`src/sv/gwd_pkg.sv`:
```
// Shared constants and types for the Gaussian Wasserstein distance block.
`timescale 1ns / 1ps
`default_nettype none

package gwd_pkg;

  // Field widths of the two channels
  localparam int unsigned MEAN_W = 32;
  localparam int unsigned LV_W   = 21;
  localparam int unsigned DIST_W = 32;

  // Datapath word and half word
  localparam int unsigned WORD_W = 64;
  localparam int unsigned HALF_W = 32;

  // Default fractional bits of means, log-spreads, sum and distance
  localparam int unsigned FRAC_BITS_DEF = 16;

  // exp(s/2) = exp(|s|/32)^16: series terms, squarings, argument scale
  localparam int unsigned TAYLOR_TERMS   = 12;
  localparam int unsigned SQUARINGS      = 4;
  localparam int unsigned EXP_SCALE_LOG2 = 5;
  localparam int unsigned CLAMP_INT      = 16;

  // Launch control of the shared multiplier
  typedef struct packed {
    logic start;
    logic half;   // 32 steps, product comes out shifted left by HALF_W
  } gwd_mul_ctl_t;

endpackage

`default_nettype wire

```
`src/sv/gwd_if.sv`:
```
// Valid/ready channel interfaces for the item input and the result output.
`timescale 1ns / 1ps
`default_nettype none

interface gwd_in_if;
  logic                                valid;
  logic                                ready;
  logic signed [gwd_pkg::MEAN_W-1:0]   mean_a;
  logic signed [gwd_pkg::LV_W-1:0]     log_var_a;
  logic signed [gwd_pkg::MEAN_W-1:0]   mean_b;
  logic signed [gwd_pkg::LV_W-1:0]     log_var_b;
  logic                                last;

  modport source (output valid, output mean_a, output log_var_a, output mean_b,
                  output log_var_b, output last, input ready);
  modport sink   (input valid, input mean_a, input log_var_a, input mean_b,
                  input log_var_b, input last, output ready);
endinterface

interface gwd_out_if;
  logic                          valid;
  logic                          ready;
  logic [gwd_pkg::DIST_W-1:0]    distance;
  logic                          saturated;

  modport source (output valid, output distance, output saturated, input ready);
  modport sink   (input valid, input distance, input saturated, output ready);
endinterface

`default_nettype wire

```
`src/sv/gaussian_wasserstein_distance.sv`:
```
// Top level: sequencer, accumulator and output register of the distance block.
//
//   channel  dir  payload                                           transaction
//   in_i     in   mean_a, log_var_a, mean_b, log_var_b, last         one dimension
//   out_o    out  distance, saturated                                one distance
//
// An item runs 34 bit-serial multiplies (64 or 32 steps each) and 24 to 26
// divides (32 steps each, 26 when both log-spreads are negative) on one shared
// multiplier and one shared divider.
// An item marked last adds the bit-serial square root (skipped on a saturated sum) and the output load.
// Reset clears the running sum, the saturation flag and the output valid.
// A waiting result does not block the next item; a second result waits for it.
`timescale 1ns / 1ps
`default_nettype none

module gaussian_wasserstein_distance #(
  parameter int unsigned FRAC_BITS = gwd_pkg::FRAC_BITS_DEF
) (
  input  logic        clk_i,
  input  logic        rst_ni,
  gwd_in_if.sink      in_i,
  gwd_out_if.source   out_o
);

  localparam int unsigned W      = gwd_pkg::WORD_W;
  localparam int unsigned H      = gwd_pkg::HALF_W;
  localparam int unsigned MEAN_W = gwd_pkg::MEAN_W;
  localparam int unsigned LV_W   = gwd_pkg::LV_W;
  localparam int unsigned DIST_W = gwd_pkg::DIST_W;
  localparam int unsigned K_W    = $clog2(gwd_pkg::TAYLOR_TERMS + 1);
  localparam int unsigned SQ_W   = $clog2(gwd_pkg::SQUARINGS);
  // |s| in Q.FRAC_BITS to |s|/32 in Q32
  localparam int unsigned Y_SH   = H - gwd_pkg::EXP_SCALE_LOG2 - FRAC_BITS;

  localparam logic [W-1:0]    ONE_Q32 = W'(1) << H;
  localparam logic [W-1:0]    LV_LIM  = W'(gwd_pkg::CLAMP_INT) << FRAC_BITS;
  localparam logic [W-1:0]    SUM_BIG = {W{1'b1}} >> FRAC_BITS;
  localparam logic [K_W-1:0]  K_LAST  = K_W'(gwd_pkg::TAYLOR_TERMS);
  localparam logic [SQ_W-1:0] SQ_LAST = SQ_W'(gwd_pkg::SQUARINGS - 1);

  typedef enum logic [10:0] {
    S_IDLE   = 11'b00000000001,
    S_MEAN   = 11'b00000000010,
    S_TMUL   = 11'b00000000100,
    S_TDIV   = 11'b00000001000,
    S_SQR    = 11'b00000010000,
    S_RECIP  = 11'b00000100000,
    S_SIDE   = 11'b00001000000,
    S_SPREAD = 11'b00010000000,
    S_FIN    = 11'b00100000000,
    S_SQRT   = 11'b01000000000,
    S_OUT    = 11'b10000000000
  } state_e;

  state_e              state_q, state_d;
  logic                launch_q, launch_d;
  logic [W-1:0]        sum_q, sum_d;
  logic                sat_seen_q, sat_seen_d;
  logic                side_q, side_d;
  logic [K_W-1:0]      k_q, k_d;
  logic [SQ_W-1:0]     sq_q, sq_d;
  logic                out_valid_q, out_valid_d;

  logic [MEAN_W:0]     adm_q, adm_d;
  logic [LV_W-1:0]     lva_q, lva_d;
  logic [LV_W-1:0]     lvb_q, lvb_d;
  logic                last_q, last_d;
  logic [W-1:0]        term_q, term_d;
  logic [W-1:0]        e_q, e_d;
  logic [W-1:0]        ea_q, ea_d;
  logic [W-1:0]        de_q, de_d;
  logic [DIST_W-1:0]   dist_q, dist_d;
  logic                fin_sat_q, fin_sat_d;
  logic [DIST_W-1:0]   out_dist_q, out_dist_d;
  logic                out_sat_q, out_sat_d;

  // datapath
  logic [MEAN_W:0]     dm;
  logic [LV_W-1:0]     lv_sel;
  logic [LV_W:0]       lv_ext;
  logic [LV_W:0]       lv_abs;
  logic [W-1:0]        mag;
  logic [W-1:0]        y_arg;
  logic                neg;
  logic [W-1:0]        addend;
  logic [W:0]          acc_sum;
  logic [W-1:0]        acc_next;
  logic                out_fire;
  logic                out_load;

  // shared units
  gwd_pkg::gwd_mul_ctl_t mul_ctl;
  logic [W-1:0]        mul_a, mul_b;
  logic                mul_done;
  logic [2*W-1:0]      mul_prod;
  logic                div_start;
  logic [W-1:0]        div_n, div_d;
  logic                div_done;
  logic [H-1:0]        div_q;
  logic                sqrt_start;
  logic                sqrt_done;
  logic [H-1:0]        sqrt_root;

  gwd_mul u_mul (
    .clk_i  (clk_i),
    .rst_ni (rst_ni),
    .ctl_i  (mul_ctl),
    .a_i    (mul_a),
    .b_i    (mul_b),
    .done_o (mul_done),
    .prod_o (mul_prod)
  );

  gwd_div u_div (
    .clk_i   (clk_i),
    .rst_ni  (rst_ni),
    .start_i (div_start),
    .n_i     (div_n),
    .d_i     (div_d),
    .done_o  (div_done),
    .q_o     (div_q)
  );

  gwd_sqrt u_sqrt (
    .clk_i   (clk_i),
    .rst_ni  (rst_ni),
    .start_i (sqrt_start),
    .v_i     (sum_q << FRAC_BITS),
    .done_o  (sqrt_done),
    .root_o  (sqrt_root)
  );

  // Clamped argument of the exponential for the side in work
  always_comb begin
    lv_sel = side_q ? lvb_q : lva_q;
    lv_ext = {lv_sel[LV_W-1], lv_sel};
    lv_abs = lv_ext[LV_W] ? (~lv_ext + 1'b1) : lv_ext;
    mag    = (W'(lv_abs) > LV_LIM) ? LV_LIM : W'(lv_abs);
    y_arg  = mag << Y_SH;
    neg    = lv_sel[LV_W-1];
  end

  // Unit operands and launches
  always_comb begin
    mul_a = '0;
    mul_b = '0;
    mul_ctl.half  = 1'b0;
    mul_ctl.start = 1'b0;
    div_n = '0;
    div_d = '0;
    div_start  = 1'b0;
    sqrt_start = 1'b0;
    case (state_q)
      S_MEAN: begin
        mul_a = W'(adm_q);
        mul_b = W'(adm_q);
        mul_ctl.start = launch_q;
      end
      S_TMUL: begin
        mul_a = term_q;
        mul_b = y_arg;
        mul_ctl.half  = 1'b1;
        mul_ctl.start = launch_q;
      end
      S_SQR: begin
        mul_a = e_q;
        mul_b = e_q;
        mul_ctl.start = launch_q;
      end
      S_SPREAD: begin
        mul_a = de_q;
        mul_b = de_q;
        mul_ctl.start = launch_q;
      end
      S_TDIV: begin
        div_n = mul_prod[W +: W];
        div_d = W'(k_q);
        div_start = launch_q;
      end
      S_RECIP: begin
        div_n = {W{1'b1}};
        div_d = e_q;
        div_start = launch_q;
      end
      S_SQRT: begin
        sqrt_start = launch_q;
      end
      default: begin
      end
    endcase
  end

  // Saturating accumulate of the mean or the spread term
  always_comb begin
    addend   = (state_q == S_SPREAD) ? mul_prod[(W - FRAC_BITS) +: W]
                                     : mul_prod[FRAC_BITS +: W];
    acc_sum  = {1'b0, sum_q} + {1'b0, addend};
    acc_next = acc_sum[W] ? {W{1'b1}} : acc_sum[W-1:0];
  end

  assign out_fire = out_valid_q && out_o.ready;
  assign out_load = (state_q == S_OUT) && (!out_valid_q || out_fire);

  always_comb begin
    dm = {in_i.mean_a[MEAN_W-1], in_i.mean_a} - {in_i.mean_b[MEAN_W-1], in_i.mean_b};

    state_d     = state_q;
    launch_d    = 1'b0;
    sum_d       = sum_q;
    sat_seen_d  = sat_seen_q;
    side_d      = side_q;
    k_d         = k_q;
    sq_d        = sq_q;
    out_valid_d = out_valid_q && !out_fire;
    adm_d       = adm_q;
    lva_d       = lva_q;
    lvb_d       = lvb_q;
    last_d      = last_q;
    term_d      = term_q;
    e_d         = e_q;
    ea_d        = ea_q;
    de_d        = de_q;
    dist_d      = dist_q;
    fin_sat_d   = fin_sat_q;
    out_dist_d  = out_dist_q;
    out_sat_d   = out_sat_q;

    case (state_q)
      S_IDLE: begin
        if (in_i.valid) begin
          adm_d    = dm[MEAN_W] ? (~dm + 1'b1) : dm;
          lva_d    = in_i.log_var_a;
          lvb_d    = in_i.log_var_b;
          last_d   = in_i.last;
          state_d  = S_MEAN;
          launch_d = 1'b1;
        end
      end
      S_MEAN: begin
        if (mul_done) begin
          sum_d = acc_next;
          if (acc_sum[W]) begin
            sat_seen_d = 1'b1;
          end
          side_d   = 1'b0;
          term_d   = ONE_Q32;
          e_d      = ONE_Q32;
          k_d      = K_W'(1);
          state_d  = S_TMUL;
          launch_d = 1'b1;
        end
      end
      S_TMUL: begin
        if (mul_done) begin
          state_d  = S_TDIV;
          launch_d = 1'b1;
        end
      end
      S_TDIV: begin
        if (div_done) begin
          term_d   = W'(div_q);
          e_d      = e_q + W'(div_q);
          launch_d = 1'b1;
          if (k_q == K_LAST) begin
            sq_d    = '0;
            state_d = S_SQR;
          end else begin
            k_d     = k_q + 1'b1;
            state_d = S_TMUL;
          end
        end
      end
      S_SQR: begin
        if (mul_done) begin
          e_d = mul_prod[H +: W];
          if (sq_q == SQ_LAST) begin
            if (neg) begin
              state_d  = S_RECIP;
              launch_d = 1'b1;
            end else begin
              state_d = S_SIDE;
            end
          end else begin
            sq_d     = sq_q + 1'b1;
            launch_d = 1'b1;
          end
        end
      end
      S_RECIP: begin
        if (div_done) begin
          e_d     = W'(div_q);
          state_d = S_SIDE;
        end
      end
      S_SIDE: begin
        launch_d = 1'b1;
        if (!side_q) begin
          // hold side A, restart the series for side B
          ea_d    = e_q;
          side_d  = 1'b1;
          term_d  = ONE_Q32;
          e_d     = ONE_Q32;
          k_d     = K_W'(1);
          state_d = S_TMUL;
        end else begin
          de_d    = (ea_q > e_q) ? (ea_q - e_q) : (e_q - ea_q);
          state_d = S_SPREAD;
        end
      end
      S_SPREAD: begin
        if (mul_done) begin
          sum_d = acc_next;
          if (acc_sum[W]) begin
            sat_seen_d = 1'b1;
          end
          state_d = last_q ? S_FIN : S_IDLE;
        end
      end
      S_FIN: begin
        if (sum_q > SUM_BIG) begin
          dist_d    = {DIST_W{1'b1}};
          fin_sat_d = 1'b1;
          state_d   = S_OUT;
        end else begin
          fin_sat_d = sat_seen_q;
          state_d   = S_SQRT;
          launch_d  = 1'b1;
        end
      end
      S_SQRT: begin
        if (sqrt_done) begin
          dist_d  = DIST_W'(sqrt_root);
          state_d = S_OUT;
        end
      end
      S_OUT: begin
        if (out_load) begin
          out_valid_d = 1'b1;
          out_dist_d  = dist_q;
          out_sat_d   = fin_sat_q;
          sum_d       = '0;
          sat_seen_d  = 1'b0;
          state_d     = S_IDLE;
        end
      end
      default: begin
        state_d = S_IDLE;
      end
    endcase
  end

  always_ff @(posedge clk_i or negedge rst_ni) begin
    if (!rst_ni) begin
      state_q     <= S_IDLE;
      launch_q    <= 1'b0;
      sum_q       <= '0;
      sat_seen_q  <= 1'b0;
      side_q      <= 1'b0;
      k_q         <= '0;
      sq_q        <= '0;
      out_valid_q <= 1'b0;
    end else begin
      state_q     <= state_d;
      launch_q    <= launch_d;
      sum_q       <= sum_d;
      sat_seen_q  <= sat_seen_d;
      side_q      <= side_d;
      k_q         <= k_d;
      sq_q        <= sq_d;
      out_valid_q <= out_valid_d;
    end
  end

  always_ff @(posedge clk_i) begin
    adm_q      <= adm_d;
    lva_q      <= lva_d;
    lvb_q      <= lvb_d;
    last_q     <= last_d;
    term_q     <= term_d;
    e_q        <= e_d;
    ea_q       <= ea_d;
    de_q       <= de_d;
    dist_q     <= dist_d;
    fin_sat_q  <= fin_sat_d;
    out_dist_q <= out_dist_d;
    out_sat_q  <= out_sat_d;
  end

  assign in_i.ready      = (state_q == S_IDLE);
  assign out_o.valid     = out_valid_q;
  assign out_o.distance  = out_dist_q;
  assign out_o.saturated = out_sat_q;

`ifndef NO_ASSERTIONS
  a_mul_done_state: assert property (@(posedge clk_i) disable iff (!rst_ni)
    mul_done |-> (state_q == S_MEAN || state_q == S_TMUL ||
                  state_q == S_SQR || state_q == S_SPREAD))
    else $error("multiplier finished outside a multiply step");

  a_div_done_state: assert property (@(posedge clk_i) disable iff (!rst_ni)
    div_done |-> (state_q == S_TDIV || state_q == S_RECIP))
    else $error("divider finished outside a divide step");

  a_div_quotient_fits: assert property (@(posedge clk_i) disable iff (!rst_ni)
    div_start |-> (div_n[W-1:H] < div_d))
    else $error("divide launched with a quotient wider than 32 bits");

  a_clear_after_result: assert property (@(posedge clk_i) disable iff (!rst_ni)
    out_load |=> (sum_q == '0 && !sat_seen_q))
    else $error("running sum not cleared after a result");
`endif

endmodule

`default_nettype wire

```
`src/sv/gwd_mul.sv`:
```
// Shift-add multiplier: one multiplier bit per cycle, 64 or 32 steps.
`timescale 1ns / 1ps
`default_nettype none

module gwd_mul (
  input  logic                             clk_i,
  input  logic                             rst_ni,
  input  gwd_pkg::gwd_mul_ctl_t            ctl_i,
  input  logic [gwd_pkg::WORD_W-1:0]       a_i,
  input  logic [gwd_pkg::WORD_W-1:0]       b_i,
  output logic                             done_o,
  output logic [2*gwd_pkg::WORD_W-1:0]     prod_o
);

  localparam int unsigned W     = gwd_pkg::WORD_W;
  localparam int unsigned H     = gwd_pkg::HALF_W;
  localparam int unsigned CNT_W = $clog2(W);

  logic [W-1:0]     a_q;
  logic [W-1:0]     b_q, b_d;
  logic [2*W-1:0]   acc_q, acc_d;
  logic [CNT_W-1:0] cnt_q, cnt_d;
  logic             busy_q, busy_d;
  logic             done_q, done_d;
  logic [W-1:0]     addend;
  logic [W:0]       sum;

  always_comb begin
    addend = b_q[0] ? a_q : {W{1'b0}};
    sum    = {1'b0, acc_q[2*W-1:W]} + {1'b0, addend};
    acc_d  = acc_q;
    b_d    = b_q;
    cnt_d  = cnt_q;
    busy_d = busy_q;
    done_d = 1'b0;
    if (ctl_i.start) begin
      acc_d  = '0;
      b_d    = b_i;
      cnt_d  = ctl_i.half ? CNT_W'(H - 1) : CNT_W'(W - 1);
      busy_d = 1'b1;
    end else if (busy_q) begin
      // add at the top, shift the whole accumulator right
      acc_d = {sum, acc_q[W-1:1]};
      b_d   = b_q >> 1;
      cnt_d = cnt_q - 1'b1;
      if (cnt_q == '0) begin
        busy_d = 1'b0;
        done_d = 1'b1;
      end
    end
  end

  always_ff @(posedge clk_i or negedge rst_ni) begin
    if (!rst_ni) begin
      busy_q <= 1'b0;
      done_q <= 1'b0;
      cnt_q  <= '0;
    end else begin
      busy_q <= busy_d;
      done_q <= done_d;
      cnt_q  <= cnt_d;
    end
  end

  always_ff @(posedge clk_i) begin
    if (ctl_i.start) begin
      a_q <= a_i;
    end
    b_q   <= b_d;
    acc_q <= acc_d;
  end

  assign done_o = done_q;
  assign prod_o = acc_q;

endmodule

`default_nettype wire

```
`src/sv/gwd_div.sv`:
```
// Restoring divider: one quotient bit per cycle, 32-bit quotient.
`timescale 1ns / 1ps
`default_nettype none

module gwd_div (
  input  logic                         clk_i,
  input  logic                         rst_ni,
  input  logic                         start_i,
  input  logic [gwd_pkg::WORD_W-1:0]   n_i,
  input  logic [gwd_pkg::WORD_W-1:0]   d_i,
  output logic                         done_o,
  output logic [gwd_pkg::HALF_W-1:0]   q_o
);

  localparam int unsigned W     = gwd_pkg::WORD_W;
  localparam int unsigned H     = gwd_pkg::HALF_W;
  localparam int unsigned CNT_W = $clog2(H);

  logic [W-1:0]     rem_q, rem_d;
  logic [H-1:0]     n_q, n_d;
  logic [W-1:0]     d_q;
  logic [H-1:0]     q_q, q_d;
  logic [CNT_W-1:0] cnt_q, cnt_d;
  logic             busy_q, busy_d;
  logic             done_q, done_d;
  logic [W:0]       trial;
  logic [W:0]       diff;
  logic             ge;

  always_comb begin
    trial  = {rem_q, n_q[H-1]};
    diff   = trial - {1'b0, d_q};
    ge     = trial >= {1'b0, d_q};
    rem_d  = rem_q;
    n_d    = n_q;
    q_d    = q_q;
    cnt_d  = cnt_q;
    busy_d = busy_q;
    done_d = 1'b0;
    if (start_i) begin
      // upper dividend half is below the divisor, so it seeds the remainder
      rem_d  = n_i[W-1:H];
      n_d    = n_i[H-1:0];
      cnt_d  = CNT_W'(H - 1);
      busy_d = 1'b1;
    end else if (busy_q) begin
      rem_d = ge ? diff[W-1:0] : trial[W-1:0];
      n_d   = n_q << 1;
      q_d   = {q_q[H-2:0], ge};
      cnt_d = cnt_q - 1'b1;
      if (cnt_q == '0) begin
        busy_d = 1'b0;
        done_d = 1'b1;
      end
    end
  end

  always_ff @(posedge clk_i or negedge rst_ni) begin
    if (!rst_ni) begin
      busy_q <= 1'b0;
      done_q <= 1'b0;
      cnt_q  <= '0;
    end else begin
      busy_q <= busy_d;
      done_q <= done_d;
      cnt_q  <= cnt_d;
    end
  end

  always_ff @(posedge clk_i) begin
    if (start_i) begin
      d_q <= d_i;
    end
    rem_q <= rem_d;
    n_q   <= n_d;
    q_q   <= q_d;
  end

  assign done_o = done_q;
  assign q_o    = q_q;

endmodule

`default_nettype wire

```
`src/sv/gwd_sqrt.sv`:
```
// Integer square root of a 64-bit word, one root bit per cycle.
`timescale 1ns / 1ps
`default_nettype none

module gwd_sqrt (
  input  logic                         clk_i,
  input  logic                         rst_ni,
  input  logic                         start_i,
  input  logic [gwd_pkg::WORD_W-1:0]   v_i,
  output logic                         done_o,
  output logic [gwd_pkg::HALF_W-1:0]   root_o
);

  localparam int unsigned W     = gwd_pkg::WORD_W;
  localparam int unsigned H     = gwd_pkg::HALF_W;
  localparam int unsigned CNT_W = $clog2(H);

  logic [W-1:0]     v_q, v_d;
  logic [H+1:0]     rem_q, rem_d;
  logic [H-1:0]     root_q, root_d;
  logic [CNT_W-1:0] cnt_q, cnt_d;
  logic             busy_q, busy_d;
  logic             done_q, done_d;
  logic [H+3:0]     rem2;
  logic [H+3:0]     trial;
  logic [H+3:0]     diff;
  logic             ge;

  always_comb begin
    rem2   = {rem_q, v_q[W-1 -: 2]};
    trial  = {2'b00, root_q, 2'b01};
    diff   = rem2 - trial;
    ge     = rem2 >= trial;
    v_d    = v_q;
    rem_d  = rem_q;
    root_d = root_q;
    cnt_d  = cnt_q;
    busy_d = busy_q;
    done_d = 1'b0;
    if (start_i) begin
      v_d    = v_i;
      rem_d  = '0;
      root_d = '0;
      cnt_d  = CNT_W'(H - 1);
      busy_d = 1'b1;
    end else if (busy_q) begin
      // bring down two radicand bits, try root*4+1
      v_d    = v_q << 2;
      rem_d  = ge ? diff[H+1:0] : rem2[H+1:0];
      root_d = {root_q[H-2:0], ge};
      cnt_d  = cnt_q - 1'b1;
      if (cnt_q == '0) begin
        busy_d = 1'b0;
        done_d = 1'b1;
      end
    end
  end

  always_ff @(posedge clk_i or negedge rst_ni) begin
    if (!rst_ni) begin
      busy_q <= 1'b0;
      done_q <= 1'b0;
      cnt_q  <= '0;
    end else begin
      busy_q <= busy_d;
      done_q <= done_d;
      cnt_q  <= cnt_d;
    end
  end

  always_ff @(posedge clk_i) begin
    v_q    <= v_d;
    rem_q  <= rem_d;
    root_q <= root_d;
  end

  assign done_o = done_q;
  assign root_o = root_q;

endmodule

`default_nettype wire
```
`src/flat_wrapper.sv`:
```
// flat-port wrapper written by rule: the top's interface ports become plain ports
module gaussian_wasserstein_distance_flat 
#(
  parameter int unsigned FRAC_BITS = gwd_pkg::FRAC_BITS_DEF
)
  (clk_i, rst_ni, in_i_valid, in_i_mean_a, in_i_log_var_a, in_i_mean_b, in_i_log_var_b, in_i_last, in_i_ready, out_o_valid, out_o_distance, out_o_saturated, out_o_ready);
  gwd_in_if in_i_i ();
  gwd_out_if out_o_i ();
  input  logic clk_i;
  input  logic rst_ni;
  input wire logic [$bits(in_i_i.valid)-1:0] in_i_valid;
  input wire logic [$bits(in_i_i.mean_a)-1:0] in_i_mean_a;
  input wire logic [$bits(in_i_i.log_var_a)-1:0] in_i_log_var_a;
  input wire logic [$bits(in_i_i.mean_b)-1:0] in_i_mean_b;
  input wire logic [$bits(in_i_i.log_var_b)-1:0] in_i_log_var_b;
  input wire logic [$bits(in_i_i.last)-1:0] in_i_last;
  output wire logic [$bits(in_i_i.ready)-1:0] in_i_ready;
  output wire logic [$bits(out_o_i.valid)-1:0] out_o_valid;
  output wire logic [$bits(out_o_i.distance)-1:0] out_o_distance;
  output wire logic [$bits(out_o_i.saturated)-1:0] out_o_saturated;
  input wire logic [$bits(out_o_i.ready)-1:0] out_o_ready;
  assign in_i_i.valid = in_i_valid;
  assign in_i_i.mean_a = in_i_mean_a;
  assign in_i_i.log_var_a = in_i_log_var_a;
  assign in_i_i.mean_b = in_i_mean_b;
  assign in_i_i.log_var_b = in_i_log_var_b;
  assign in_i_i.last = in_i_last;
  assign in_i_ready = in_i_i.ready;
  assign out_o_valid = out_o_i.valid;
  assign out_o_distance = out_o_i.distance;
  assign out_o_saturated = out_o_i.saturated;
  assign out_o_i.ready = out_o_ready;
  gaussian_wasserstein_distance #(.FRAC_BITS(FRAC_BITS)) u_core (.clk_i(clk_i), .rst_ni(rst_ni), .in_i(in_i_i), .out_o(out_o_i));
endmodule
```
`config.mk`:
```
export PLATFORM = sky130hd
export DESIGN_NAME = gaussian_wasserstein_distance_flat
export DESIGN_NICKNAME = d
export VERILOG_FILES = /design/src/sv/gwd_pkg.sv /design/src/sv/gwd_if.sv /design/src/sv/gaussian_wasserstein_distance.sv /design/src/sv/gwd_mul.sv /design/src/sv/gwd_div.sv /design/src/sv/gwd_sqrt.sv /design/src/flat_wrapper.sv
export SDC_FILE = /design/constraint.sdc
export NUM_CORES = 2
export LEC_CHECK = 0
export BUFFER_PORTS_ARGS = -buffer_cell sky130_fd_sc_hd__buf_2
export CAP_MARGIN = 20
export CORE_MARGIN = 10
export CORE_UTILIZATION = 64
export DETAILED_ROUTE_END_ITERATION = 7
export PLACE_DENSITY = 0.77
export REMOVE_ABC_BUFFERS = 1
export SLEW_MARGIN = 20
export SYNTH_ARGS = -nofsm -noshare
export SYNTH_HDL_FRONTEND = slang
export SYNTH_SLANG_ARGS = --single-unit
```
`constraint.sdc`:
```
create_clock -name clk_i -period 8.6 [get_ports clk_i]
set_clock_uncertainty 0.1 [all_clocks]
set_input_delay 0.86 -clock clk_i [delete_from_list [all_inputs] [get_ports clk_i]]
set_output_delay 0.86 -clock clk_i [all_outputs]
set_load 0.01 [all_outputs]
```
== Word level (Yosys, flattened, before mapping) ==
Cells that the tools add are included.

* $add $sub $neg: 15
* $lt $le $gt $ge: 5
* Equality and inequality tests: 30
* Muxes and demuxes: 106
* Bitwise gates (word level): 4
* Reduce and logical (&&, ||, !) cells: 36

{| class="wikitable"
|+ Operators by type and width
! operator !! count
|-
| $mux 64 || 16
|-
| $pmux 64 s4 || 2
|-
| $pmux 64 s2 || 3
|-
| $pmux 64 s5 || 1
|-
| $mux 32 || 7
|-
| $pmux 64 s3 || 1
|-
| $sub 64x64->64 || 3
|-
| $add 64x64->65 || 2
|-
| $mux 11 || 11
|-
| $pmux 11 s11 || 1
|-
| $ge 65x64->1 || 1
|-
| $add 64x32->64 || 1
|-
| $gt 64x48->1 const B || 1
|-
| $gt 64x64->1 || 1
|-
| $pmux 32 s2 || 1
|-
| $mux 22 || 2
|-
| $ge 36x34->1 || 1
|-
| $mux 1 || 35
|-
| $mux 34 || 1
|-
| $sub 34x34->34 || 1
|-
| $add 33x1->33 const B || 1
|-
| $not 33->33 || 1
|-
| $sub 32x32->33 || 1
|-
| $mux 5 || 5
|-
| other kinds (50) || 96
|}

* Register bits: 1067
* Output and inout bits: 35
* Logic and storage cells: 237

== Depth between registers and ports, before layout ==
* Word-level depth: 8
* Depth in mapped cells: 23

== By module ==
From an unflattened synthesis, not the netlist that was laid out.

* Cell total of the unflattened synthesis: 7252
* Area, all modules: 69030.0 um2

{| class="wikitable"
|+ By module, submodules not included
! module !! times used !! cells each !! area an instance (um2)
|-
| gaussian_wasserstein_distance || 1 || 4055 || 36173.4
|-
| gwd_mul || 1 || 1264 || 13521.7
|-
| gwd_div || 1 || 1184 || 11711.2
|-
| gwd_sqrt || 1 || 749 || 7623.6
|}

== Worst setup path before layout ==
Ideal clock, no wire load.

* Path kind: register to register
* From: register u_core.side_q
* To: register u_core.e_q[0], enable pin
* Library setup time: 0.565 ns
* Arrival time: 6.480 ns
* Setup slack: 1.455 ns
* Stages on the path, launching flop included: 7
* Path buffers: 3
* Period minus slack after synthesis: 7.145 ns
* Cell sequence: dfrtp_1 > buf_4 > buf_4 > buf_2 > nand2_1 > inv_1 > nor3_1

* Word-level cells in the longest chain between the ends: 2

{| class="wikitable"
|+ Ends and longest elaborated chain
! what !! RTL line !! text
|-
| start: declaration || gaussian_wasserstein_distance.sv:59 || <nowiki>logic side_q, side_d;</nowiki>
|-
| start signal: assignment || gaussian_wasserstein_distance.sv:367 || <nowiki>side_q <= side_d;</nowiki>
|-
| $ne 2x2->1 (no source line) || n/a ||
|-
| $reduce_and 6->1 (no source line) || n/a ||
|-
| end signal: assignment || gaussian_wasserstein_distance.sv:380 || <nowiki>e_q <= e_d;</nowiki>
|-
| end: declaration || gaussian_wasserstein_distance.sv:69 || <nowiki>logic [W-1:0] e_q, e_d;</nowiki>
|}

No other way between the ends.
A chain may end at the register's enable or synchronous reset.

== Final worst setup path ==
* From: register u_core.state_q[4]
* To: register u_core.sum_q[18]

* Word-level cells in the longest chain between the ends: 6

{| class="wikitable"
|+ Ends and longest elaborated chain
! what !! RTL line !! text
|-
| start: declaration || gaussian_wasserstein_distance.sv:55 || <nowiki>state_e state_q, state_d;</nowiki>
|-
| start signal: assignment || gaussian_wasserstein_distance.sv:363 || <nowiki>state_q <= state_d;</nowiki>
|-
| $eq 11x8->1 || gaussian_wasserstein_distance.sv:195, gaussian_wasserstein_distance.sv:228 ||
|-
| $mux 64 || gaussian_wasserstein_distance.sv:195 || <nowiki>addend = (state_q == S_SPREAD) ? mul_prod[(W - FRAC_BITS) +: W]</nowiki>
|-
| $add 64x64->65 || gaussian_wasserstein_distance.sv:197 || <nowiki>acc_sum = {1'b0, sum_q} + {1'b0, addend};</nowiki>
|-
| $mux 64 || gaussian_wasserstein_distance.sv:198 || <nowiki>acc_next = acc_sum[W] ? {W{1'b1}} : acc_sum[W-1:0];</nowiki>
|-
| $mux 64 || gaussian_wasserstein_distance.sv:240, gaussian_wasserstein_distance.sv:311 ||
|-
| $pmux 64 s2 || gaussian_wasserstein_distance.sv:228 || <nowiki>case (state_q)</nowiki>
|-
| end signal: assignment || gaussian_wasserstein_distance.sv:365 || <nowiki>sum_q <= sum_d;</nowiki>
|-
| end: declaration || gaussian_wasserstein_distance.sv:57 || <nowiki>logic [W-1:0] sum_q, sum_d;</nowiki>
|}

Several ways; a longest one is shown, not always the timed one. The select of a mux whose other input is x is not followed.

==> qor.csv <==
stage,metric,value,unit
status,status,completed,
routing,DR pass1 iterations,8,
routing,initial DRC count,6054,
clock_tree,TritonCTS buffer count,107,
sta,final setup TNS,0,ps
sta,Tightest Pin Transition,1310,ps
global_route,grt ovf,0,
clock_tree,root buffer cell,clkbuf_16,
sta,Tmin final,6750,ps
layout,fillers,8008,
global_route,global-route wire length before repair,306000,µm
floorplanning,Die X,340,µm
clock_tree,Post-CTS Hold Buffers,0,
sta,headroom to the max-slew limit,12.7,%
routing,DRT antenna net count,0,
clock_tree,Setup Buffers After CTS,0,
power,power per standard cell area,285,nW/µm²
sta,crit share post-route,78.4,%
synth,number of synthesized flops with an enable pin,703,
sta,Max Slew Vio Count,0,
synth,synthesized flop and latch total,1020,
floorplanning,Die Area,116000,µm²
synth,mapped cell area,65700,µm²
setup_path,CP Capture Type,flip-flop,
layout,Nets,7701,
clock_tree,CTS tree,yes,
sta,fmax,0.148,GHz
power,Leak Pwr,29.5,nW
synth,Yosys top cell by area,edfxtp_1,
layout,most frequent cells in the layout,"954 x nand2_1, 703 x edfxtp_1, 610 x a21oi_1",
synth,Synth top area share,32.1,%
routing,met3 WL,18900,µm
layout,layout cells sized above 1,7.85,%
sta,"Hold Vio Cnt, Final",0,
synth,most area-consuming cells after synthesis,"edfxtp_1 32%, ha_1 8.1%, dfxtp_1 6.4%, nand2_1 5.5%, a21oi_1 4.7%",
clock_tree,Clock Latency Late Sink,710,ps
clock_tree,Clock Path Buffers,3,
routing,"wirelength, routed",200000,µm
clock_tree,H-tree Lvls,3,
clock_tree,cells resized by post-CTS repair,0,
global_route,vias in the first global route,51708,
synth,sequential fraction of the synthesis area,42.6,%
routing,Detail Route met2 WL,88900,µm
clock_tree,clock slew at reported path FFs,70,ps
run,max-cap violations,0,
setup_path,CP Class,flip-flop to flip-flop,
floorplanning,Std-Cell Rows,117,
placed_design,GP Congestion,1.00,
placed_design,Port Buffers,145,
global_route,total global-route track usage,33.2,%
sta,Final Setup Violations,0,
synth,"Avg Cell Area, Syn",9.15,µm²
routing,max layer used,met5,
floorplanning,Starting Density,64.5,%
floorplanning,Boundary Pins,146,
setup_path,CP Launch Type,flip-flop,
clock_tree,clk sinks,1020,
synth,Post-Synthesis Cells,7188,
floorplanning,core area,102000,µm²
layout,Final Util,69.7,%
hold_path,Hold Path Class,input port to asynchronous set/reset pin,
floorplanning,Die Y,340,µm
synth,Synth warnings,0,
synth,"Top FF cell, synth",edfxtp_1,
layout,Area Overhead vs Synth,8.02,%
routing,routed length on met1,82500,µm
power,peak supply drop,264,µV
routing,WL per Instance,23.2,µm
synth,"Distinct cells, synth",118,
placed_design,placed wire-length estimate,150000,µm
routing,Vias/cell,6.40,
global_route,largest net degree at the start of global routing,114,
synth,Async SR Flop Fraction,10.5,%
routing,via count,55187,
sta,RSZ-0062 raised after global routing,no,
setup_path,Critical Path Fanout Max,18,
setup_path,CP required,9040,ps
global_route,initial antenna violation count,22,
routing,DRC viols,0,
setup_path,WP data arrival,7190,ps
layout,"commonest non-fill, non-tap cell in the layout",nand2_1,
-- report_power, final --
part	switching [mW]	internal, mW
Sequential	1.10	6.34
Combinational	4.98	3.09
Clock	2.01	2.75
-- cell families (layout without fill, tap and decap cells) --
family	Yosys count	count (layout)	share of synthesized area (%)
compound gates	2047	2047	19.4
xor+xnor	411	411	5.48
fa+ha+maj	435	435	8.36
buf+inv	760	820	4.49
flops	1020	1020	42.6
mux	246	246	3.88
other cells	0	2	0
simple gates	2269	2269	15.8
-- per-layer routing --
metal	GRT usage [%]	up-vias
met3	5.88	455
met2	51.5	2569
met1	45.3	26375
li1	-	25776
met4	15.0	12
met5	0	-
-- layout make-up --
class	count	area [µm²]	area share, %
Inverter	403	1520	2.14
Clock inverter	47	498	0.701
Sequential cell	1020	28000	39.4
Clock buffer	155	3090	4.36
Timing Repair Buffer	215	1260	1.78
Tap cell	1368	1710	2.41
Multi-Input combinational cell	5408	34900	49.2
Antenna cell	2	5.00	0.00705
-- worst max-delay path, cell delays in order (launching register included) --
cell      delay, ps
dfrtp_1         440
nor2_1          240
nand2_1          90
nor4_1          530
and4b_2         620
buf_4           350
mux2_2          380
ha_1            360
a21o_1          210
a21o_1          180
a21o_1          200
a2111o_1        410
o311a_1         120
o31a_1          350
o21ai_2         260
a21oi_1         190
a31oi_2         330
o21a_1          740
buf_4           340
a31oi_1         110
-- through the flow --
stage | total power [mW] | instances | hold slack (ps) | instance area, µm² | setup WS (ps)
6_report | 20.3 | 8618 | 61.4 | 71000 | 1850
5_1_grt | 21.3 | 8616 | 95.8 | 71000 | 1400
4_1_cts | 20.1 | 8611 | 62.3 | 71000 | 2030
3_5_place_dp | 15.3 | 8409 | 305 | 67400 | 2060
3_3_place_gp | 15.2 | 8402 | 302 | 67300 | 2140
2_1_floorplan | 12.9 | 6831 | 300 | 64300 | -6780
-- Yosys cell counts (21+ instances only) --
| cell | n |
|---|---|
| a22oi_1 | 33 |
| nor2_1 | 535 |
| inv_1 | 398 |
| a21oi_1 | 611 |
| edfxtp_1 | 703 |
| a222oi_1 | 36 |
| nor3_1 | 82 |
| mux2i_1 | 177 |
| a211oi_1 | 91 |
| o31ai_1 | 35 |
| and2_1 | 186 |
| xnor2_1 | 269 |
| buf_2 | 47 |
| nand2_1 | 957 |
| o21ai_0 | 502 |
| nand4_1 | 91 |
| clkbuf_1 | 282 |
| dfrtp_1 | 106 |
| nor2b_1 | 50 |
| dfxtp_1 | 210 |
| a31oi_1 | 114 |
| ha_1 | 428 |
| or3_1 | 25 |
| nor4_1 | 22 |
| mux2_2 | 68 |
| xor2_1 | 142 |
| o21a_1 | 56 |
| o21ai_1 | 37 |
| or2_2 | 28 |
| o21bai_1 | 86 |
| a21boi_0 | 21 |
| o211ai_1 | 37 |
| nand3_1 | 116 |
| a21o_1 | 194 |
| and3_1 | 40 |
| nand2b_1 | 53 |
-- flip-flops by register name (all words and copies together) (netlist names), 32 cells and up --
register,count
u_core.sum_q,64
u_core.out_o.distance,32
u_core.u_sqrt.root_o,32
u_core.u_div.n_q,32
u_core.ea_q,64
u_core.u_div.q_o,32
u_core.term_q,33
u_core.u_sqrt.v_q,48
u_core.adm_q,33
u_core.u_div.rem_q,64
u_core.u_mul.a_q,64
u_core.dist_q,32
u_core.u_div.d_q,64
u_core.u_sqrt.rem_q,34
u_core.de_q,64
u_core.u_mul.b_q,64
u_core.u_mul.prod_o,112
u_core.e_q,64
-- final timing paths --
check                                    from                   endpoint  slack (ps)  cells past startpoint
setup / recovery            u_core.state_q[4]           u_core.sum_q[18]        1850                     19
hold / removal                         rst_ni        u_core.u_div.busy_q          60                      1
setup reg to reg            u_core.state_q[4]           u_core.sum_q[18]        1850                     19
hold reg to reg             u_core.dist_q[14]  u_core.out_o.distance[14]         320                      0
max in group asynchronous              rst_ni        u_core.u_mul.busy_q        6870                      2
min in group clk_i         in_i_log_var_b[16]           u_core.lvb_q[16]         220                      1
No activity file was read; power rests on OpenSTA's default activity.
